--- src/rtl/dlr_pkg.sv ---
// ---------------------------------------------------------------------------
// dlr_pkg
// Shared constants, types and codes of the DDA line rasterizer.
// ---------------------------------------------------------------------------
`timescale 1ns / 1ps

package dlr_pkg;

	// fixed-point format
	localparam int FRAC_BITS  = 8;
	localparam int LIMIT_BITS = 10;
	localparam int POS_W      = 24;
	localparam int DIFF_W     = POS_W + 1;
	localparam int NUM_W      = DIFF_W + FRAC_BITS;
	localparam int QUO_W      = 17;
	localparam int CNT_W      = $clog2(QUO_W + 1);
	localparam int WGT_W      = 17;
	localparam int OUT_WGT_W  = 16;
	localparam int PIX_W      = 12;
	localparam int DIM_W      = 13;
	localparam int TRUNC_W    = POS_W - 1 - FRAC_BITS;

	// stream and register port widths
	localparam int IN_DATA_W  = 4 * POS_W;
	localparam int OUT_DATA_W = 2 * PIX_W + OUT_WGT_W;
	localparam int APB_AW     = 4;
	localparam int APB_DW     = 32;

	localparam logic [WGT_W-1:0]   WEIGHT_ONE = WGT_W'(1) << 16;
	localparam logic [NUM_W-1:0]   WEIGHT_NUM = NUM_W'(1) << (16 + FRAC_BITS);
	localparam logic [TRUNC_W-1:0] PIX_LIMIT  = TRUNC_W'(1) << PIX_W;

	// register reset values
	localparam logic [DIM_W-1:0]      WIDTH_RST  = DIM_W'(1024);
	localparam logic [DIM_W-1:0]      HEIGHT_RST = DIM_W'(768);
	localparam logic [LIMIT_BITS-1:0] LIMIT_RST  = LIMIT_BITS'(1000);

	// input word kinds
	localparam logic FUNC_LOAD = 1'b0;
	localparam logic FUNC_STEP = 1'b1;

	typedef enum logic [1:0] {
		REG_SCREEN_WIDTH  = 2'd0,
		REG_SCREEN_HEIGHT = 2'd1,
		REG_STEP_LIMIT    = 2'd2
	} reg_idx_t;

	typedef enum logic [2:0] {
		ST_IDLE,
		ST_ABS,
		ST_MAX,
		ST_PLAN,
		ST_DIV_X,
		ST_DIV_Y,
		ST_DIV_W,
		ST_STEP
	} state_t;

	typedef struct packed {
		logic [DIM_W-1:0]      screen_width;
		logic [DIM_W-1:0]      screen_height;
		logic [LIMIT_BITS-1:0] step_limit;
	} cfg_t;

	typedef struct packed {
		logic              start;
		logic [NUM_W-1:0]  numer;
		logic [DIFF_W-1:0] denom;
	} div_req_t;

	typedef struct packed {
		logic             busy;
		logic             done;
		logic [QUO_W-1:0] quot;
	} div_rsp_t;

	typedef struct packed {
		logic                 valid;
		logic [PIX_W-1:0]     pixel_x;
		logic [PIX_W-1:0]     pixel_y;
		logic [OUT_WGT_W-1:0] blend_weight;
		logic                 visible;
		logic                 last;
	} result_t;

endpackage

--- src/rtl/dda_line_rasterizer.sv ---
// ---------------------------------------------------------------------------
// dda_line_rasterizer
// DDA line walker with fixed-point endpoints and a blend weight output.
// ---------------------------------------------------------------------------
`timescale 1ns / 1ps

// A load word (tuser 0) takes Q15.8 start and end points and sets up the
// walk; it produces no output word and occupies the block until the setup
// ends. A zero-length line needs no division; otherwise the shared
// one-bit-per-cycle divider computes the x increment, the y increment and,
// unless the longer axis spans under one pixel, the weight step in turn.
// A step word (tuser 1) produces one output word: the pixel, its visible
// flag (tuser) and the weight, or tlast=1 once the walk has ended. The
// output register lets a new word in while a result waits; a step stalls
// only while that register is still full.
module dda_line_rasterizer (
	input  logic                               clk,
	input  logic                               arst_n,
	// stream in
	input  logic                               s_axis_tvalid,
	output logic                               s_axis_tready,
	input  logic [dlr_pkg::IN_DATA_W-1:0]      s_axis_tdata,  // start_x, start_y, end_x, end_y
	input  logic [0:0]                         s_axis_tuser,  // func
	// stream out
	output logic                               m_axis_tvalid,
	input  logic                               m_axis_tready,
	output logic [dlr_pkg::OUT_DATA_W-1:0]     m_axis_tdata,  // pixel_x, pixel_y, blend_weight
	output logic [0:0]                         m_axis_tuser,  // visible
	output logic                               m_axis_tlast,
	// configuration
	input  logic                               psel,
	input  logic                               penable,
	input  logic                               pwrite,
	input  logic [dlr_pkg::APB_AW-1:0]         paddr,
	input  logic [dlr_pkg::APB_DW-1:0]         pwdata,
	output logic [dlr_pkg::APB_DW-1:0]         prdata,
	output logic                               pready
);

	dlr_pkg::cfg_t      cfg;
	dlr_pkg::div_req_t  div_req;
	dlr_pkg::div_rsp_t  div_rsp;
	dlr_pkg::result_t   res;
	logic               out_free;

	logic                               m_valid_q;
	logic [dlr_pkg::OUT_DATA_W-1:0]     m_data_q;
	logic                               m_vis_q;
	logic                               m_last_q;

	dlr_regs u_regs (
		.clk     (clk),
		.arst_n  (arst_n),
		.psel    (psel),
		.penable (penable),
		.pwrite  (pwrite),
		.paddr   (paddr),
		.pwdata  (pwdata),
		.prdata  (prdata),
		.pready  (pready),
		.cfg     (cfg)
	);

	dlr_divider u_div (
		.clk    (clk),
		.arst_n (arst_n),
		.req    (div_req),
		.rsp    (div_rsp)
	);

	dlr_core u_core (
		.clk      (clk),
		.arst_n   (arst_n),
		.cfg      (cfg),
		.s_tvalid (s_axis_tvalid),
		.s_tready (s_axis_tready),
		.s_tdata  (s_axis_tdata),
		.s_tfunc  (s_axis_tuser[0]),
		.out_free (out_free),
		.res      (res),
		.div_req  (div_req),
		.div_rsp  (div_rsp)
	);

	assign out_free = !m_valid_q || m_axis_tready;

	// output register
	always_ff @(posedge clk or negedge arst_n) begin
		if (!arst_n) begin
			m_valid_q <= 1'b0;
		end else if (res.valid) begin
			m_valid_q <= 1'b1;
		end else if (m_axis_tready) begin
			m_valid_q <= 1'b0;
		end
	end

	always_ff @(posedge clk) begin
		if (res.valid) begin
			m_data_q <= {res.blend_weight, res.pixel_y, res.pixel_x};
			m_vis_q  <= res.visible;
			m_last_q <= res.last;
		end
	end

	assign m_axis_tvalid   = m_valid_q;
	assign m_axis_tdata    = m_data_q;
	assign m_axis_tuser[0] = m_vis_q;
	assign m_axis_tlast    = m_last_q;

endmodule

--- src/rtl/dlr_regs.sv ---
// ---------------------------------------------------------------------------
// dlr_regs
// APB configuration registers: screen width, screen height, step limit.
// ---------------------------------------------------------------------------
`timescale 1ns / 1ps

module dlr_regs (
	input  logic                          clk,
	input  logic                          arst_n,
	input  logic                          psel,
	input  logic                          penable,
	input  logic                          pwrite,
	input  logic [dlr_pkg::APB_AW-1:0]    paddr,
	input  logic [dlr_pkg::APB_DW-1:0]    pwdata,
	output logic [dlr_pkg::APB_DW-1:0]    prdata,
	output logic                          pready,
	output dlr_pkg::cfg_t                 cfg
);

	dlr_pkg::cfg_t      cfg_q;
	dlr_pkg::reg_idx_t  idx;
	logic               wr_en;

	assign pready = 1'b1;
	assign idx    = dlr_pkg::reg_idx_t'(paddr[dlr_pkg::APB_AW-1:2]);
	assign wr_en  = psel && penable && pwrite && pready;
	assign cfg    = cfg_q;

	// register writes; unmapped word address is ignored
	always_ff @(posedge clk or negedge arst_n) begin
		if (!arst_n) begin
			cfg_q.screen_width  <= dlr_pkg::WIDTH_RST;
			cfg_q.screen_height <= dlr_pkg::HEIGHT_RST;
			cfg_q.step_limit    <= dlr_pkg::LIMIT_RST;
		end else if (wr_en) begin
			case (idx)
				dlr_pkg::REG_SCREEN_WIDTH: begin
					cfg_q.screen_width <= pwdata[dlr_pkg::DIM_W-1:0];
				end
				dlr_pkg::REG_SCREEN_HEIGHT: begin
					cfg_q.screen_height <= pwdata[dlr_pkg::DIM_W-1:0];
				end
				dlr_pkg::REG_STEP_LIMIT: begin
					cfg_q.step_limit <= pwdata[dlr_pkg::LIMIT_BITS-1:0];
				end
				default: begin
				end
			endcase
		end
	end

	// read mux
	always_comb begin
		case (idx)
			dlr_pkg::REG_SCREEN_WIDTH:  prdata = dlr_pkg::APB_DW'(cfg_q.screen_width);
			dlr_pkg::REG_SCREEN_HEIGHT: prdata = dlr_pkg::APB_DW'(cfg_q.screen_height);
			dlr_pkg::REG_STEP_LIMIT:    prdata = dlr_pkg::APB_DW'(cfg_q.step_limit);
			default:                    prdata = '0;
		endcase
	end

endmodule

--- src/rtl/dlr_divider.sv ---
// ---------------------------------------------------------------------------
// dlr_divider
// Shared restoring divider, one quotient bit per cycle.
// ---------------------------------------------------------------------------
`timescale 1ns / 1ps

// The caller guarantees numer >> QUO_W < denom, so the quotient fits in
// QUO_W bits and the partial remainder always stays below the divisor.
module dlr_divider (
	input  logic               clk,
	input  logic               arst_n,
	input  dlr_pkg::div_req_t  req,
	output dlr_pkg::div_rsp_t  rsp
);

	logic                        busy_q;
	logic                        done_q;
	logic [dlr_pkg::CNT_W-1:0]   cnt_q;
	logic [dlr_pkg::DIFF_W-1:0]  rem_q;
	logic [dlr_pkg::DIFF_W-1:0]  den_q;
	logic [dlr_pkg::QUO_W-1:0]   numer_q;
	logic [dlr_pkg::QUO_W-1:0]   quo_q;
	logic [dlr_pkg::DIFF_W:0]    trial;
	logic [dlr_pkg::DIFF_W:0]    diff;
	logic                        ge;
	logic [dlr_pkg::DIFF_W-1:0]  rem_next;

	// one trial subtract per cycle
	always_comb begin
		trial    = {rem_q, numer_q[dlr_pkg::QUO_W-1]};
		diff     = trial - {1'b0, den_q};
		ge       = (trial >= {1'b0, den_q});
		rem_next = ge ? diff[dlr_pkg::DIFF_W-1:0] : trial[dlr_pkg::DIFF_W-1:0];
	end

	// control
	always_ff @(posedge clk or negedge arst_n) begin
		if (!arst_n) begin
			busy_q <= 1'b0;
			done_q <= 1'b0;
			cnt_q  <= '0;
		end else begin
			done_q <= 1'b0;
			if (req.start && !busy_q) begin
				busy_q <= 1'b1;
				cnt_q  <= dlr_pkg::CNT_W'(dlr_pkg::QUO_W);
			end else if (busy_q) begin
				cnt_q <= cnt_q - 1'b1;
				if (cnt_q == dlr_pkg::CNT_W'(1)) begin
					busy_q <= 1'b0;
					done_q <= 1'b1;
				end
			end
		end
	end

	// datapath
	always_ff @(posedge clk) begin
		if (req.start && !busy_q) begin
			rem_q   <= dlr_pkg::DIFF_W'(req.numer[dlr_pkg::NUM_W-1:dlr_pkg::QUO_W]);
			numer_q <= req.numer[dlr_pkg::QUO_W-1:0];
			den_q   <= req.denom;
		end else if (busy_q) begin
			rem_q   <= rem_next;
			numer_q <= numer_q << 1;
			quo_q   <= {quo_q[dlr_pkg::QUO_W-2:0], ge};
		end
	end

	assign rsp.busy = busy_q;
	assign rsp.done = done_q;
	assign rsp.quot = quo_q;

endmodule

--- src/rtl/dlr_core.sv ---
// ---------------------------------------------------------------------------
// dlr_core
// Sequencer and line state: load setup through the divider, step walk.
// ---------------------------------------------------------------------------
`timescale 1ns / 1ps

module dlr_core (
	input  logic                             clk,
	input  logic                             arst_n,
	input  dlr_pkg::cfg_t                    cfg,
	input  logic                             s_tvalid,
	output logic                             s_tready,
	input  logic [dlr_pkg::IN_DATA_W-1:0]    s_tdata,
	input  logic                             s_tfunc,
	input  logic                             out_free,
	output dlr_pkg::result_t                 res,
	output dlr_pkg::div_req_t                div_req,
	input  dlr_pkg::div_rsp_t                div_rsp
);

	localparam int PW = dlr_pkg::POS_W;
	localparam int DW = dlr_pkg::DIFF_W;
	localparam int FB = dlr_pkg::FRAC_BITS;
	localparam int TW = dlr_pkg::TRUNC_W;

	dlr_pkg::state_t state_q, state_d;

	// architectural line state
	logic [PW-1:0]                  cur_x_q, cur_y_q, tgt_x_q, tgt_y_q;
	logic [PW-1:0]                  inc_x_q, inc_y_q;
	logic [dlr_pkg::WGT_W-1:0]      wacc_q, winc_q;
	logic [dlr_pkg::LIMIT_BITS-1:0] steps_q;
	logic                           walking_q;

	// load setup temporaries
	logic signed [DW-1:0]           dx_q, dy_q;
	logic [DW-1:0]                  adx_q, ady_q, m_q;
	logic                           neg_x_q, neg_y_q;

	logic signed [PW-1:0]           start_x, start_y, end_x, end_y;
	logic                           accept;
	logic                           m_small;
	logic [PW-1:0]                  quot_pos;

	// step evaluation
	logic signed [DW-1:0]           dsx, dsy;
	logic                           near_x, near_y, ended;
	logic [TW-1:0]                  tx, ty;
	logic                           vis_x, vis_y, vis;
	logic [dlr_pkg::WGT_W:0]        wsum;
	logic [dlr_pkg::WGT_W-1:0]      wacc_next;
	logic                           step_go;

	// truncated difference is zero when -1.0 < d < 1.0
	function automatic logic near_zero(input logic [DW-1:0] d);
		logic [DW-FB-1:0] hi;
		logic [FB-1:0]    lo;
		hi = d[DW-1:FB];
		lo = d[FB-1:0];
		return (hi == '0) || ((&hi) && (lo != '0));
	endfunction

	assign start_x = s_tdata[PW-1:0];
	assign start_y = s_tdata[2*PW-1:PW];
	assign end_x   = s_tdata[3*PW-1:2*PW];
	assign end_y   = s_tdata[4*PW-1:3*PW];

	assign s_tready = (state_q == dlr_pkg::ST_IDLE);
	assign accept   = s_tvalid && s_tready;
	assign m_small  = (m_q[DW-1:FB] == '0);
	assign quot_pos = PW'(div_rsp.quot);

	// divider request
	always_comb begin
		div_req.start = (state_q inside {dlr_pkg::ST_DIV_X, dlr_pkg::ST_DIV_Y,
			dlr_pkg::ST_DIV_W}) && !div_rsp.busy && !div_rsp.done;
		div_req.denom = m_q;
		case (state_q)
			dlr_pkg::ST_DIV_X: div_req.numer = {adx_q, FB'(0)};
			dlr_pkg::ST_DIV_Y: div_req.numer = {ady_q, FB'(0)};
			default:           div_req.numer = dlr_pkg::WEIGHT_NUM;
		endcase
	end

	// step evaluation against current state
	always_comb begin
		dsx    = DW'($signed(cur_x_q)) - DW'($signed(tgt_x_q));
		dsy    = DW'($signed(cur_y_q)) - DW'($signed(tgt_y_q));
		near_x = near_zero(dsx);
		near_y = near_zero(dsy);
		ended  = !walking_q || (steps_q == '0) || (near_x && near_y);

		tx    = cur_x_q[PW-2:FB];
		ty    = cur_y_q[PW-2:FB];
		vis_x = !cur_x_q[PW-1] && (tx < dlr_pkg::PIX_LIMIT) &&
			(tx < TW'(cfg.screen_width));
		vis_y = !cur_y_q[PW-1] && (ty < dlr_pkg::PIX_LIMIT) &&
			(ty < TW'(cfg.screen_height));
		vis   = vis_x && vis_y && !ended;

		wsum      = {1'b0, wacc_q} + {1'b0, winc_q};
		wacc_next = (wsum > {1'b0, dlr_pkg::WEIGHT_ONE}) ? dlr_pkg::WEIGHT_ONE :
			wsum[dlr_pkg::WGT_W-1:0];

		step_go = (state_q == dlr_pkg::ST_STEP) && out_free;

		res.valid        = step_go;
		res.pixel_x      = vis ? tx[dlr_pkg::PIX_W-1:0] : '0;
		res.pixel_y      = vis ? ty[dlr_pkg::PIX_W-1:0] : '0;
		res.blend_weight = wacc_q[dlr_pkg::WGT_W-1] ? '1 :
			wacc_q[dlr_pkg::OUT_WGT_W-1:0];
		res.visible      = vis;
		res.last         = ended;
	end

	// state register
	always_ff @(posedge clk or negedge arst_n) begin
		if (!arst_n) begin
			state_q <= dlr_pkg::ST_IDLE;
		end else begin
			state_q <= state_d;
		end
	end

	// next state
	always_comb begin
		state_d = state_q;
		case (state_q)
			dlr_pkg::ST_IDLE: begin
				if (accept) begin
					state_d = (s_tfunc == dlr_pkg::FUNC_STEP) ? dlr_pkg::ST_STEP :
						dlr_pkg::ST_ABS;
				end
			end
			dlr_pkg::ST_ABS:  state_d = dlr_pkg::ST_MAX;
			dlr_pkg::ST_MAX:  state_d = dlr_pkg::ST_PLAN;
			dlr_pkg::ST_PLAN: begin
				state_d = (m_q == '0) ? dlr_pkg::ST_IDLE : dlr_pkg::ST_DIV_X;
			end
			dlr_pkg::ST_DIV_X: begin
				if (div_rsp.done) state_d = dlr_pkg::ST_DIV_Y;
			end
			dlr_pkg::ST_DIV_Y: begin
				if (div_rsp.done) begin
					state_d = m_small ? dlr_pkg::ST_IDLE : dlr_pkg::ST_DIV_W;
				end
			end
			dlr_pkg::ST_DIV_W: begin
				if (div_rsp.done) state_d = dlr_pkg::ST_IDLE;
			end
			dlr_pkg::ST_STEP: begin
				if (out_free) state_d = dlr_pkg::ST_IDLE;
			end
			default: state_d = dlr_pkg::ST_IDLE;
		endcase
	end

	// line state updates
	always_ff @(posedge clk or negedge arst_n) begin
		if (!arst_n) begin
			cur_x_q   <= '0;
			cur_y_q   <= '0;
			tgt_x_q   <= '0;
			tgt_y_q   <= '0;
			inc_x_q   <= '0;
			inc_y_q   <= '0;
			wacc_q    <= '0;
			winc_q    <= '0;
			steps_q   <= '0;
			walking_q <= 1'b0;
		end else begin
			// new line replaces any walk in progress
			if (accept && (s_tfunc == dlr_pkg::FUNC_LOAD)) begin
				cur_x_q   <= start_x;
				cur_y_q   <= start_y;
				tgt_x_q   <= end_x;
				tgt_y_q   <= end_y;
				wacc_q    <= '0;
				steps_q   <= cfg.step_limit;
				walking_q <= 1'b1;
			end
			// zero-length line
			if ((state_q == dlr_pkg::ST_PLAN) && (m_q == '0)) begin
				inc_x_q <= '0;
				inc_y_q <= '0;
				winc_q  <= dlr_pkg::WEIGHT_ONE;
			end
			if ((state_q == dlr_pkg::ST_DIV_X) && div_rsp.done) begin
				inc_x_q <= neg_x_q ? (PW'(0) - quot_pos) : quot_pos;
			end
			if ((state_q == dlr_pkg::ST_DIV_Y) && div_rsp.done) begin
				inc_y_q <= neg_y_q ? (PW'(0) - quot_pos) : quot_pos;
				// count below 2^FRAC: 1/count exceeds 1.0, saturate
				if (m_small) winc_q <= dlr_pkg::WEIGHT_ONE;
			end
			if ((state_q == dlr_pkg::ST_DIV_W) && div_rsp.done) begin
				winc_q <= dlr_pkg::WGT_W'(div_rsp.quot);
			end
			// walk one step
			if (step_go) begin
				if (ended) begin
					walking_q <= 1'b0;
				end else begin
					steps_q <= steps_q - 1'b1;
					cur_x_q <= cur_x_q - inc_x_q;
					cur_y_q <= cur_y_q - inc_y_q;
					wacc_q  <= wacc_next;
				end
			end
		end
	end

	// load setup: difference, magnitude, larger axis
	always_ff @(posedge clk) begin
		case (state_q)
			dlr_pkg::ST_IDLE: begin
				dx_q <= DW'(start_x) - DW'(end_x);
				dy_q <= DW'(start_y) - DW'(end_y);
			end
			dlr_pkg::ST_ABS: begin
				neg_x_q <= dx_q[DW-1];
				neg_y_q <= dy_q[DW-1];
				adx_q   <= dx_q[DW-1] ? (DW'(0) - dx_q) : dx_q;
				ady_q   <= dy_q[DW-1] ? (DW'(0) - dy_q) : dy_q;
			end
			dlr_pkg::ST_MAX: begin
				m_q <= (adx_q > ady_q) ? adx_q : ady_q;
			end
			default: begin
			end
		endcase
	end

endmodule

--- config.mk ---
export PLATFORM = sky130hd
export DESIGN_NAME = dda_line_rasterizer
export DESIGN_NICKNAME = d
export VERILOG_FILES = /design/src/rtl/dlr_pkg.sv /design/src/rtl/dda_line_rasterizer.sv /design/src/rtl/dlr_regs.sv /design/src/rtl/dlr_divider.sv /design/src/rtl/dlr_core.sv
export SDC_FILE = /design/constraint.sdc
export NUM_CORES = 1
export LEC_CHECK = 0
export BUFFER_PORTS_ARGS = -buffer_cell sky130_fd_sc_hd__buf_2
export CORE_UTILIZATION = 39
export DETAILED_ROUTE_END_ITERATION = 12
export GPL_TIMING_DRIVEN = 0
export PLACE_DENSITY_LB_ADDON = 0.15
export SLEW_MARGIN = 20
export SYNTH_ARGS = -nofsm -noshare
export SYNTH_HDL_FRONTEND = slang
export SYNTH_HIERARCHICAL = 1
export SYNTH_SLANG_ARGS = --single-unit
export TNS_END_PERCENT = 1
--- constraint.sdc ---
create_clock -name clk -period 11.3 [get_ports clk]
set_input_delay 0.565 -clock clk [delete_from_list [all_inputs] [get_ports clk]]
set_output_delay 0.565 -clock clk [all_outputs]
set_load 0.005 [all_outputs]
==> qor_table.md, run 1 <==
| Result | Reported | Unit |
|---|---|---|
| Status | finished, final reports clean | - |
| CTS buffer count | 56 | - |
| Antenna cell count | 0 | - |
| Drt pass-1 iters | 5 | - |
| DRT iter0 DRCs | 1,689 | - |
| Met1 Track Usage GR | 32.5 | % |
| Most used standard cells in the synthesized netlist | nand2_1 (446), inv_1 (289), edfxtp_1 (244) | - |
| CTS-repair resized insts | 0 | - |
| Required arrival time at the worst endpoint | 11.78 | ns |
| Gr usage total | 23.3 | % |
| Post-layout net count | 3,930 | - |
| Leakage | 16.1 | nW |
| Fill cell total of the finished layout | 7,695 | - |
| Slew at the pin closest to its max-slew limit | 1.06 | ns |
| Portion of synthesized cell area occupied by the leading cell type | 23.5 | % |
| Fraction of layout instances using a drive strength above 1 | 14.1 | % |
| Number of core rows | 103 | - |
| Final weighted congestion in routability-driven placement | 0.912 | - |
| Max Fanout on Critical Path | 10 | - |
| DRC errors left | 0 | - |
| Layout Area Growth over Synthesis | 14.6 | % |
| Average vias per placed instance | 5.33 | - |
| Power, Total | 8.32 | mW |
| HPWL Detailed | 74,200 | µm |
| Cell Area, Synth | 31,100 | µm² |
| Number of placed instances with taps included | 4,534 | - |
| Share of flip-flops with an asynchronous set or reset | 47.0 | % |
| Avg Cell Area, Syn | 9.53 | µm² |
| Total congestion overflow | 0 | - |
| Core area | 79,000 | µm² |
| Shortest period the worst path allows | 5.23 | ns |
| Detail-routed net length per standard cell | 20.5 | µm |
| CTS Hold Buffers Added | 1 | - |
| Count of flip-flops with a built-in enable after synthesis | 244 | - |
| Height of the die | 285 | µm |
| Synthesized netlist cell count | 3,269 | - |
| Share of the yosys chip area belonging to registers | 42.1 | % |
| Overall die area | 81,000 | µm² |
| Yosys warning count | 6 | - |
| Clock Skews | 0.0274 | ns |
| #FFs+latches synth | 477 | - |
| Most area-consuming cells after synthesis | edfxtp_1 (24%), dfrtp_1 (17%), ha_1 (9.6%) | - |
| Number of antenna violations at the first check in global routing | 1 | - |
| CTS tree | built | - |
| Top flip-flop cell by instance count after synthesis | edfxtp_1 | - |
| Width of the die | 285 | µm |
| Via count of the first global-routing pass | 23,900 | - |
| Clock transition at the registers of the reported paths | 0.06 | ns |
| Initial core utilization | 39.4 | % |
| RSZ-0062 raised after global routing | false | - |
| Met2 demand-to-capacity share in global routing | 38.9 | % |
| Critical path data arrival time | 5.70 | ns |
| Final clock period utilization by the worst path | 46.2 | % |
| Final setup violating endpoints | 0 | - |
| Insertion delay of the later-clocked pin in the worst-skew pair | 0.63 | ns |
| Number of buffers on the longest clock path | 3 | - |
| Final count of pins violating max slew | 0 | - |
| Category of the worst setup path launch point | flip-flop | - |
| Setup TNS after final layout | 0 | ns |
| Worst max-slew margin expressed relative to the limit | 29.6 | % |
| Global-route wire length before repair | 146,000 | µm |
| Clock Sink Count | 477 | - |
| Distinct cells, synth | 115 | - |
| Type of the tightest min-delay check | primary input to flip-flop | - |
| Worst vdd rail ir drop | 0.000128 | V |
| Power density relative to cell area | 233 | nW/µm² |
| Sum of routed wire length over all layers | 95,100 | µm |
| Number of I/O pins | 217 | - |
| # H-tree levels | 2 | - |
| Type of element capturing the critical path | flip-flop | - |
| Number of standard cells in the layout, taps in and fillers out | 4,640 | - |
| Start-to-end type of the worst setup path | flip-flop to flip-flop | - |
| IO Port Bufs | 174 | - |
| Top-count cell post-synth | nand2_1 | - |
| Endpoints failing hold | 0 | - |
| Count of max-cap constraint violations | 0 | - |
| Routing usage on met3 | 2.58 | % |
| Antenna violation net count after detailed routing | 0 | - |
| Maximum number of pins on one net before global-route repair | 90 | - |
| Via count of the routed design | 24,700 | - |
| CTS Root Buffer Type | clkbuf_16 | - |
| Area leader, netlist | edfxtp_1 | - |
| Routing layer with the top usage in global route | met2 | - |
| Post CTS Setup Buffer Count | 0 | - |
| Max Clk Rate | 0.191 | GHz |
-- area by class of cell --
class,count,area (µm²),share of cell area [%]
Sequential cell,477,13100,36.8
Clock buffer,64,1480,4.15
Timing Repair Buffer,191,1080,3.03
Tap cell,1050,1310,3.68
Multi-Input combinational cell,2377,16200,45.5
Clock inverter,41,556,1.56
Buffer,149,811,2.27
Inverter,291,1090,3.06
-- through the flow --
step,worst slack (ns),utilization [%],hold slack (ns),cell area [µm²]
2_1_floorplan,6.15,-,0.269,31200
3_3_place_gp,3.58,42.3,0.435,33400
3_5_place_dp,6.07,42.6,0.438,33600
4_1_cts,6.05,45.2,0.127,35700
5_1_grt,5.75,45.2,0.154,35700
6_report,6.07,45.2,0.157,35700
-- power by group --
part           internal (mW)  switching [mW]
registers               2.26           0.395
clock network           1.20           0.800
logic                   1.55            2.11
-- state kept, by name, indices dropped and copies added (netlist names), 17 cells and up --
| signal | cells |
|---|---|
| u_div/numer_q | 17 |
| u_core/m_q | 25 |
| u_core/ady_q | 25 |
| u_core/tgt_y_q | 24 |
| m_axis_tdata | 40 |
| u_div/den_q | 25 |
| u_core/inc_y_q | 18 |
| u_core/cur_y_q | 24 |
| u_core/winc_q | 17 |
| u_core/wacc_q | 17 |
| u_div/rem_q | 25 |
| u_div/quo_q | 17 |
| u_core/dx_q | 25 |
| u_core/adx_q | 25 |
| u_core/inc_x_q | 18 |
| u_regs/cfg | 36 |
| u_core/dy_q | 25 |
| u_core/cur_x_q | 24 |
| u_core/tgt_x_q | 24 |
-- worst paths after layout --
kind	start	to	slack, ns	cells after the start
min	s_axis_tdata[66]	u_core/tgt_x_q[18]	0.16	3
max in group asynchronous	arst_n	u_regs/cfg[8]	9.95	3
min reg2reg	u_core/m_q[5]	u_div/den_q[5]	0.45	0
min in group asynchronous	arst_n	m_axis_tvalid	0.46	2
max	u_core/tgt_y_q[0]	u_core/cur_x_q[3]	6.07	16
max reg2reg	u_core/tgt_y_q[0]	u_core/cur_x_q[3]	6.07	16
-- layout by cell type (no fill, tap or decap), types with 14 or more instances in the layout --
cell and count:
a21oi_1 149, o21a_1 32, xnor2_1 129, a22o_1 61, mux2_2 52, or2_2 29
a21o_1 65, mux2i_1 27, a211oi_1 17, clkbuf_1 79, and3_1 20, o211ai_1 17
and2_1 33, a31oi_1 60, nor4_1 19, o31ai_1 25, or3_1 30, o21ai_0 178
nor2b_1 36, nand3_1 59, o21ai_1 14, buf_4 48, nand4_1 31, nand2b_1 27
nand2_1 446, conb_1 28, buf_2 192, or4_1 14, nor2_1 164, edfxtp_1 244
xor2_1 79, o22ai_1 39, buf_6 14, inv_1 288, dfrtp_1 215, clkbuf_16 56
nor3_1 51, ha_1 239
-- worst max-delay path, stage by stage (launching register included) --
cell,delay (ns)
dfrtp_1,0.40
ha_1,0.21
fa_1,0.39
and2b_1,0.27
o2111ai_2,0.16
a31o_1,0.29
o211a_1,0.27
o41ai_2,0.59
a31oi_1,0.19
xnor2_1,0.20
nand4b_1,0.22
nor4_1,0.68
o2bb2ai_2,0.19
nand4_4,0.25
buf_6,0.21
buf_2,0.36
o21ai_0,0.17
-- routing by layer --
metal,up-vias,routed length (µm)
li1,12200,-
met1,11900,43800
met2,577,45300
met3,98,4260
met4,0,1790
met5,-,0
-- cell families after synthesis --
family	Yosys count	synth area share [%]
fa+ha+maj	247	10.1
buf+inv	440	6.10
other cells	3	0.0362
xor+xnor	209	5.90
simple gates	1019	15.7
mux	90	3.30
compound gates	784	16.7
flops	477	42.1
Note: power is estimated with default switching activity, not from simulation.
==> inputs of run 2 (changes only) <==
==> constraint.sdc (replaced) <==
create_clock -name clk -period 5.4 [get_ports clk]
set_input_delay 0.27 -clock clk [delete_from_list [all_inputs] [get_ports clk]]
set_output_delay 0.27 -clock clk [all_outputs]
set_load 0.005 [all_outputs]
==> qor_table.md, run 2 (synthesis gave the netlist of run 1 again) <==
| Result | Reported | Unit | Delta |
|---|---|---|---|
| RSZ-0062 raised after global routing | false | - |  |
| CTS Root Buffer Type | clkbuf_16 | - |  |
| Antenna cell count | 0 | - | unchanged |
| Status | finished, final reports clean | - |  |
| Number of standard cells in the layout, taps in and fillers out | 4,734 | - | +2.0% |
| Start-to-end type of the worst setup path | flip-flop to flip-flop | - |  |
| Via count of the routed design | 25,100 | - | +1.7% |
| Layout Area Growth over Synthesis | 17.7 | % |  |
| Setup TNS after final layout | 0 | ns | unchanged |
| Height of the die | 285 | µm | unchanged |
| HPWL Detailed | 74,200 | µm | unchanged |
| Count of max-cap constraint violations | 0 | - | unchanged |
| Detail-routed net length per standard cell | 20.3 | µm | -0.76% |
| Clock Skews | 0.0267 | ns | -0.000735 ns |
| Average vias per placed instance | 5.31 | - | -0.36% |
| Global-route wire length before repair | 148,000 | µm | +1.1% |
| Commonest non-fill, non-tap cells in the layout | nand2_1 (446), inv_1 (288), edfxtp_1 (244), ha_1 (239), dfrtp_1 (215) | - |  |
| Gr usage total | 23.6 | % | +0.23 points |
| Fraction of the core area covered by cells at the end of the flow | 46.4 | % | +1.2 points |
| Core area | 79,000 | µm² | unchanged |
| Number of buffers on the longest clock path | 3 | - | unchanged |
| Power density relative to cell area | 477 | nW/µm² | +100% |
| Post-layout net count | 4,024 | - | +2.4% |
| Cell at the slowest stage of the critical path | o41ai_2 | - |  |
| FF-to-FF setup slack | 0.24 | ns | -5.83 ns |
| Worst max-slew margin expressed relative to the limit | 31.1 | % | +1.5 points |
| Worst vdd rail ir drop | 0.000271 | V | +110% |
| CTS buffer count | 56 | - | unchanged |
| Type of the tightest min-delay check | primary input to flip-flop | - |  |
| IO Port Bufs | 174 | - | unchanged |
| R2R Path Start | u_core/tgt_y_q[0] | - |  |
| Total number of cells along the worst setup path | 16 | - | unchanged |
| Via count of the first global-routing pass | 24,300 | - | +1.7% |
| Number of placed instances with taps included | 4,534 | - | unchanged |
| Final weighted congestion in routability-driven placement | 0.912 | - | unchanged |
| DRT iter0 DRCs | 1,643 | - | -2.7% |
| Biggest cell delay along the critical path | 0.59 | ns | -0.09 ns |
| Final clock period utilization by the worst path | 95.5 | % | +49 points |
| Category of the worst setup path launch point | flip-flop | - |  |
| Fraction of layout instances using a drive strength above 1 | 13.8 | % | -0.33 points |
| Shortest period the worst path allows | 5.16 | ns | -0.0677 ns |
| Clock Sink Count | 477 | - | unchanged |
| Maximum number of pins on one net before global-route repair | 90 | - | unchanged |
| Flip-flop count of the largest register, all copies and words added | 40 | - | unchanged |
| Sum of routed wire length over all layers | 96,300 | µm | +1.2% |
| Startpoint of the worst setup timing path | u_core/tgt_y_q[0] | - |  |
| Number of I/O pins | 217 | - | unchanged |
| Max Clk Rate | 0.194 | GHz | +1.3% |
| Width of the die | 285 | µm | unchanged |
| DRC errors left | 0 | - | unchanged |
| Buf/Inv on CP | 2 | - | unchanged |
| Endpoints failing hold | 0 | - | unchanged |
| Startpoint of the worst hold path | s_axis_tdata[0] | - |  |
| # H-tree levels | 2 | - | unchanged |
| Overall die area | 81,000 | µm² | unchanged |
| Total congestion overflow | 0 | - | unchanged |
| Required arrival time at the worst endpoint | 5.88 | ns | -5.90 ns |
| Initial core utilization | 39.4 | % | unchanged |
| Most common cell after layout, fill and taps aside | nand2_1 | - |  |
| Insertion delay of the later-clocked pin in the worst-skew pair | 0.63 | ns | about the same |
| Top cell family by delay on the critical path | simple AND/OR/NAND/NOR gates | - |  |
| Drt pass-1 iters | 6 | - | +1 |
| List of cells traversed by the critical path | ha_1 -> fa_1 -> and2b_1 -> o2111ai_2 -> a31o_1 -> o211a_1 -> o41ai_2 -> nor4b_1 -> nor4_1 -> or2_2 -> nor4_2 -> o2bb2ai_2 -> nand4_4 -> buf_6 -> buf_2 -> o21ai_0 | - |  |
| Number of antenna violations at the first check in global routing | 1 | - | unchanged |
| Final setup violating endpoints | 0 | - | unchanged |
| Type of element capturing the critical path | flip-flop | - |  |
| Reg2reg path depth | 16 | - | unchanged |
| Endpoint of the worst register-to-register path | u_core/cur_x_q[3] | - |  |
| Final count of pins violating max slew | 0 | - | unchanged |
| Max Fanout on Critical Path | 10 | - | unchanged |
| Number of core rows | 103 | - | unchanged |
| CTS tree | built | - |  |
| Leakage | 16.5 | nW | +2.4% |
| Clock transition at the registers of the reported paths | 0.06 | ns | about the same |
| Cell count of the worst hold path | 5 | - | +2 |
| Antenna violation net count after detailed routing | 0 | - | unchanged |
| Fill cell total of the finished layout | 7,610 | - | -1.1% |
| Slew at the pin closest to its max-slew limit | 1.03 | ns | -0.0226 ns |
| Critical path data arrival time | 5.63 | ns | -0.07 ns |
| Worst Hold Path EP | u_core/cur_x_q[0] | - |  |
run 2: cell types whose count changed in the layout (fill, tap and decap cells not counted):
cell,before,now
nor4_1,19,18
nor4_2,2,3
dlygate4sd3_1,1,95
run 2: power breakdown:
group          internal [mW]  leakage [nW]  switching [mW]
registers               4.73          5.12           0.831
clock network           2.52         0.982            1.68
logic                   3.29          10.4            4.43
run 2: worst max path at each step:
stage / endpoint / slack, ns
3_3_place_gp: s_axis_tready / -2.02
4_1_cts: u_core/cur_x_q[9] / 0.15
6_report: u_core/cur_x_q[3] / 0.24
2_1_floorplan: u_core/adx_q[0] / 0.25
5_1_grt: u_core/cur_x_q[6] / 0.07
3_5_place_dp: u_core/cur_x_q[1] / 0.17
run 2: routing by layer:
metal | GRT usage (%) | vias to the layer above | wire (µm)
met5 | 0 | - | 0
met1 | 32.5 | 12100 | 44400
met4 | 5.11 | 0 | 1870
met2 | 39.6 | 574 | 45900
li1 | - | 12300 | -
met3 | 2.61 | 104 | 4120
run 2: worst reg2reg max path: stages, from the launching register on:
cell and delay (ns):
dfrtp_1 0.41, ha_1 0.21, fa_1 0.39, and2b_1 0.27, o2111ai_2 0.16, a31o_1 0.29
o211a_1 0.27, o41ai_2 0.59, nor4b_1 0.29, nor4_1 0.12, or2_2 0.31, nor4_2 0.54
o2bb2ai_2 0.16, nand4_4 0.24, buf_6 0.21, buf_2 0.37, o21ai_0 0.18
run 2: through the flow:
stage	instance area, µm²	hold slack [ns]	power (mW)	setup WS, ns
floorplan	31200	-0.0256	11.1	0.248
global placement	33400	0.435	13.1	-2.02
detailed placement	33600	0.237	13.2	0.167
CTS	36600	0.00153	17.5	0.145
global route	36600	0.0419	18.7	0.0666
finish	36600	0.0256	17.5	0.243
run 2: layout make-up:
type | count | area [µm²] | share of cell area [%]
plain buffers | 149 | 811 | 2.21
clock buffers | 64 | 1480 | 4.04
clock inverters | 41 | 556 | 1.52
inverters | 291 | 1090 | 2.98
multi-input cells | 2377 | 16200 | 44.3
flip-flops and latches | 477 | 13100 | 35.8
well taps | 1050 | 1310 | 3.59
repair buffers | 285 | 2020 | 5.52
run 2: repair_timing:
item                                    CTS  global route
endpoints found under the hold margin   168             0
hold buffers                             95             0
endpoints found under the setup margin    0            36
gates resized for setup                   0             1
setup buffers                             0             0
==> inputs of run 3 (changes only) <==
--- a/config.mk
+++ b/config.mk
@@ -6,6 +6,8 @@
 export NUM_CORES = 1
 export LEC_CHECK = 0
 export BUFFER_PORTS_ARGS = -buffer_cell sky130_fd_sc_hd__buf_2
+export CELL_PAD_IN_SITES_DETAIL_PLACEMENT = 0
+export CELL_PAD_IN_SITES_GLOBAL_PLACEMENT = 1
 export CORE_UTILIZATION = 39
 export DETAILED_ROUTE_END_ITERATION = 12
 export GPL_TIMING_DRIVEN = 0
==> qor_table.md, run 3 (synthesis gave the netlist of run 1 again) <==
| Result | Reported | Unit | Delta |
|---|---|---|---|
| Layout Area Growth over Synthesis | 17.5 | % |  |
| Final clock period utilization by the worst path | 96.3 | % | +0.84 points |
| Via count of the first global-routing pass | 25,700 | - | +5.9% |
| Insertion delay of the later-clocked pin in the worst-skew pair | 0.62 | ns | about the same |
| Max Clk Rate | 0.192 | GHz | -0.87% |
| Max Fanout on Critical Path | 10 | - | unchanged |
| Overall die area | 81,000 | µm² | unchanged |
| Status | finished, final reports clean | - |  |
| Drt pass-1 iters | 5 | - | -1 |
| Part of the total power dissipated in the clock network | 22.8 | % | -1.2 points |
| Part of the total power dissipated in sequential elements | 32.1 | % | +0.3 points |
| Final weighted congestion in routability-driven placement | 0.907 | - | -0.48% |
| Clock transition at the registers of the reported paths | 0.06 | ns | about the same |
| CTS tree | built | - |  |
| Commonest non-fill, non-tap cells in the layout | nand2_1 (446), inv_1 (288), edfxtp_1 (244), ha_1 (239), dfrtp_1 (215) | - |  |
| Count of max-cap constraint violations | 0 | - | unchanged |
| Category of the worst setup path launch point | flip-flop | - |  |
| Critical path data arrival time | 5.68 | ns | +0.05 ns |
| HPWL Detailed | 78,000 | µm | +5.2% |
| Flip-flop count of the largest register, all copies and words added | 40 | - | unchanged |
| Start-to-end type of the worst setup path | flip-flop to flip-flop | - |  |
| Number of antenna violations at the first check in global routing | 1 | - | unchanged |
| Total congestion overflow | 0 | - | unchanged |
| Average vias per placed instance | 5.36 | - | +0.92% |
| Post CTS Setup Buffer Count | 0 | - | unchanged |
| Post-route worst setup slack | 0.197 | ns | -0.0452 ns |
| Final setup violating endpoints | 0 | - | unchanged |
| List of cells traversed by the critical path | ha_1 -> fa_1 -> and2b_1 -> o2111ai_2 -> a31o_1 -> o211a_1 -> o41ai_2 -> nor4b_1 -> nor4_1 -> or2_2 -> nor4_2 -> o2bb2ai_2 -> nand4_4 -> buf_4 -> buf_2 -> o21ai_0 | - |  |
| Required arrival time at the worst endpoint | 5.87 | ns | about the same |
| Detail-routed net length per standard cell | 20.8 | µm | +2.4% |
| Most common cell after layout, fill and taps aside | nand2_1 | - |  |
| Fill cell total of the finished layout | 7,555 | - | -0.72% |
| Width of the die | 285 | µm | unchanged |
| Cell at the slowest stage of the critical path | o41ai_2 | - |  |
| Met1 Track Usage GR | 30.9 | % | -1.6 points |
| RSZ-0062 raised after global routing | false | - |  |
| Relative contribution of combinational cells to total power | 45.1 | % | +0.9 points |
| Routing usage on met3 | 2.75 | % | +0.14 points |
| Worst slack at placement | 0.143 | ns | -0.0239 ns |
| Gr usage total | 24.2 | % | +0.59 points |
| CTS Root Buffer Type | clkbuf_16 | - |  |
| Met2 demand-to-capacity share in global routing | 42.8 | % | +3.2 points |
| Type of the tightest min-delay check | primary input to flip-flop | - |  |
| Antenna violation net count after detailed routing | 0 | - | unchanged |
| Final count of pins violating max slew | 0 | - | unchanged |
| Type of element capturing the critical path | flip-flop | - |  |
| Core area | 79,000 | µm² | unchanged |
| CTS buffer count | 56 | - | unchanged |
| Clock Sink Count | 477 | - | unchanged |
| Worst vdd rail ir drop | 0.000279 | V | +2.8% |
| Height of the die | 285 | µm | unchanged |
| Antenna cell count | 0 | - | unchanged |
| Initial core utilization | 39.4 | % | unchanged |
| # H-tree levels | 2 | - | unchanged |
| Worst max-slew margin expressed relative to the limit | 24.9 | % | -6.2 points |
| Leakage | 16.4 | nW | -0.21% |
| Cell count of the worst hold path | 5 | - | unchanged |
| Number of buffers on the longest clock path | 3 | - | unchanged |
| Clock Skews | 0.0254 | ns | -0.00133 ns |
| Reg2reg path depth | 16 | - | unchanged |
| IO Port Bufs | 174 | - | unchanged |
| Routing layer with the top usage in global route | met2 | - |  |
| Global-route wire length before repair | 151,000 | µm | +2.5% |
| Net load switching power | 6.95 | mW | about the same |
| Fraction of layout instances using a drive strength above 1 | 13.4 | % | -0.32 points |
| Sw Share | 40.2 | % | +0.45 points |
| Number of core rows | 103 | - | unchanged |
| Endpoints failing hold | 0 | - | unchanged |
| Power density relative to cell area | 473 | nW/µm² | -0.86% |
| Shortest period the worst path allows | 5.20 | ns | +0.0452 ns |
| DRT iter0 DRCs | 1,598 | - | -2.7% |
| Post-layout net count | 4,030 | - | +0.15% |
| Sum of routed wire length over all layers | 98,800 | µm | +2.6% |
| Fraction of the core area covered by cells at the end of the flow | 46.3 | % | -0.078 points |
| Slew at the pin closest to its max-slew limit | 1.12 | ns | +0.0861 ns |
| Biggest cell delay along the critical path | 0.61 | ns | +0.02 ns |
| DRC errors left | 0 | - | unchanged |
| Via count of the routed design | 25,400 | - | +1.1% |
| Internal Dissipation | 10.4 | mW | -1.8% |
| Number of I/O pins | 217 | - | unchanged |
| Maximum number of pins on one net before global-route repair | 92 | - | +2.2% |
[run 3: cell count changes in the layout (fill, tap and decap cells not counted), moves of 2 or more]
cell / change
bufinv_16: -5
clkbuf_1: +3
clkbuf_16: +2
clkinv_1: +7
clkinv_4: -3
dlygate4sd3_1: +7
inv_6: -2
[run 3: power groups by stage]
stage / clock (mW) / sequential [mW] / combinational, mW
finish: 3.94 / 5.56 / 7.80
detailed placement: 0 / 5.63 / 7.63
CTS: 4.05 / 5.57 / 7.76
global route: 4.17 / 5.66 / 8.70
floorplan: 0 / 5.21 / 5.85
global placement: 0 / 5.62 / 7.54
[run 3: path summary, 6_finish.rpt]
path	endpoint	from	slack [ns]
worst max register to register	u_core/cur_x_q[1]	u_core/tgt_y_q[0]	0.20
worst min-delay path	u_core/cur_y_q[19]	s_axis_tdata[43]	0.05
worst max-delay path	u_core/cur_x_q[1]	u_core/tgt_y_q[0]	0.20
worst min register to register	u_div/den_q[15]	u_core/m_q[15]	0.45
max in group asynchronous	u_regs/cfg[8]	arst_n	4.37
min in group asynchronous	u_core/tgt_x_q[20]	arst_n	0.17
[run 3: per-stage QoR]
stage                     power [mW]  std cells  TNS (ns)  area (µm²)  hold WS, ns
after floorplan                 11.1       3294         0       31200      -0.0256
after global placement          13.2       4518   -195.81       33400        0.437
after detailed placement        13.3       4533         0       33600        0.239
after CTS                       17.4       4741         0       36600       0.0167
after global routing            18.5       4741         0       36600       0.0457
final                           17.3       4741         0       36600       0.0503
[run 3: repair_timing]
| action | CTS | global route |
|---|---|---|
| hold buffers | 102 | 0 |
| hold endpoints to repair | 176 | 0 |
| resized for setup | 0 | 2 |
| setup endpoints to repair | 0 | 21 |
[run 3: worst max-delay path, delay by kind of cell (launching register included)]
kind / cells / cell delay (ns)
AOI/OAI and AO/OA: 6 / 1.62
adders and majority gates: 2 / 0.64
buffers and inverters: 2 / 0.59
DFF: 1 / 0.43
and+or+nand+nor: 6 / 1.75
[run 3: routing by layer]
metal / vias up / share of wire [%]
met5: - / 0
met4: 0 / 2.5
met3: 128 / 4.1
met2: 587 / 50
met1: 12300 / 44
li1: 12400 / -
[run 3: area by class of cell]
class / instances / area [µm²] / share of cell area, %
clock inverter: 37 / 375 / 1.03
timing repair buffer: 291 / 2090 / 5.70
multi-input combinational: 2377 / 16200 / 44.4
inverter: 291 / 1090 / 2.99
sequential: 477 / 13100 / 35.9
clock buffer: 69 / 1540 / 4.22
tap: 1050 / 1310 / 3.59
buffer: 149 / 811 / 2.22
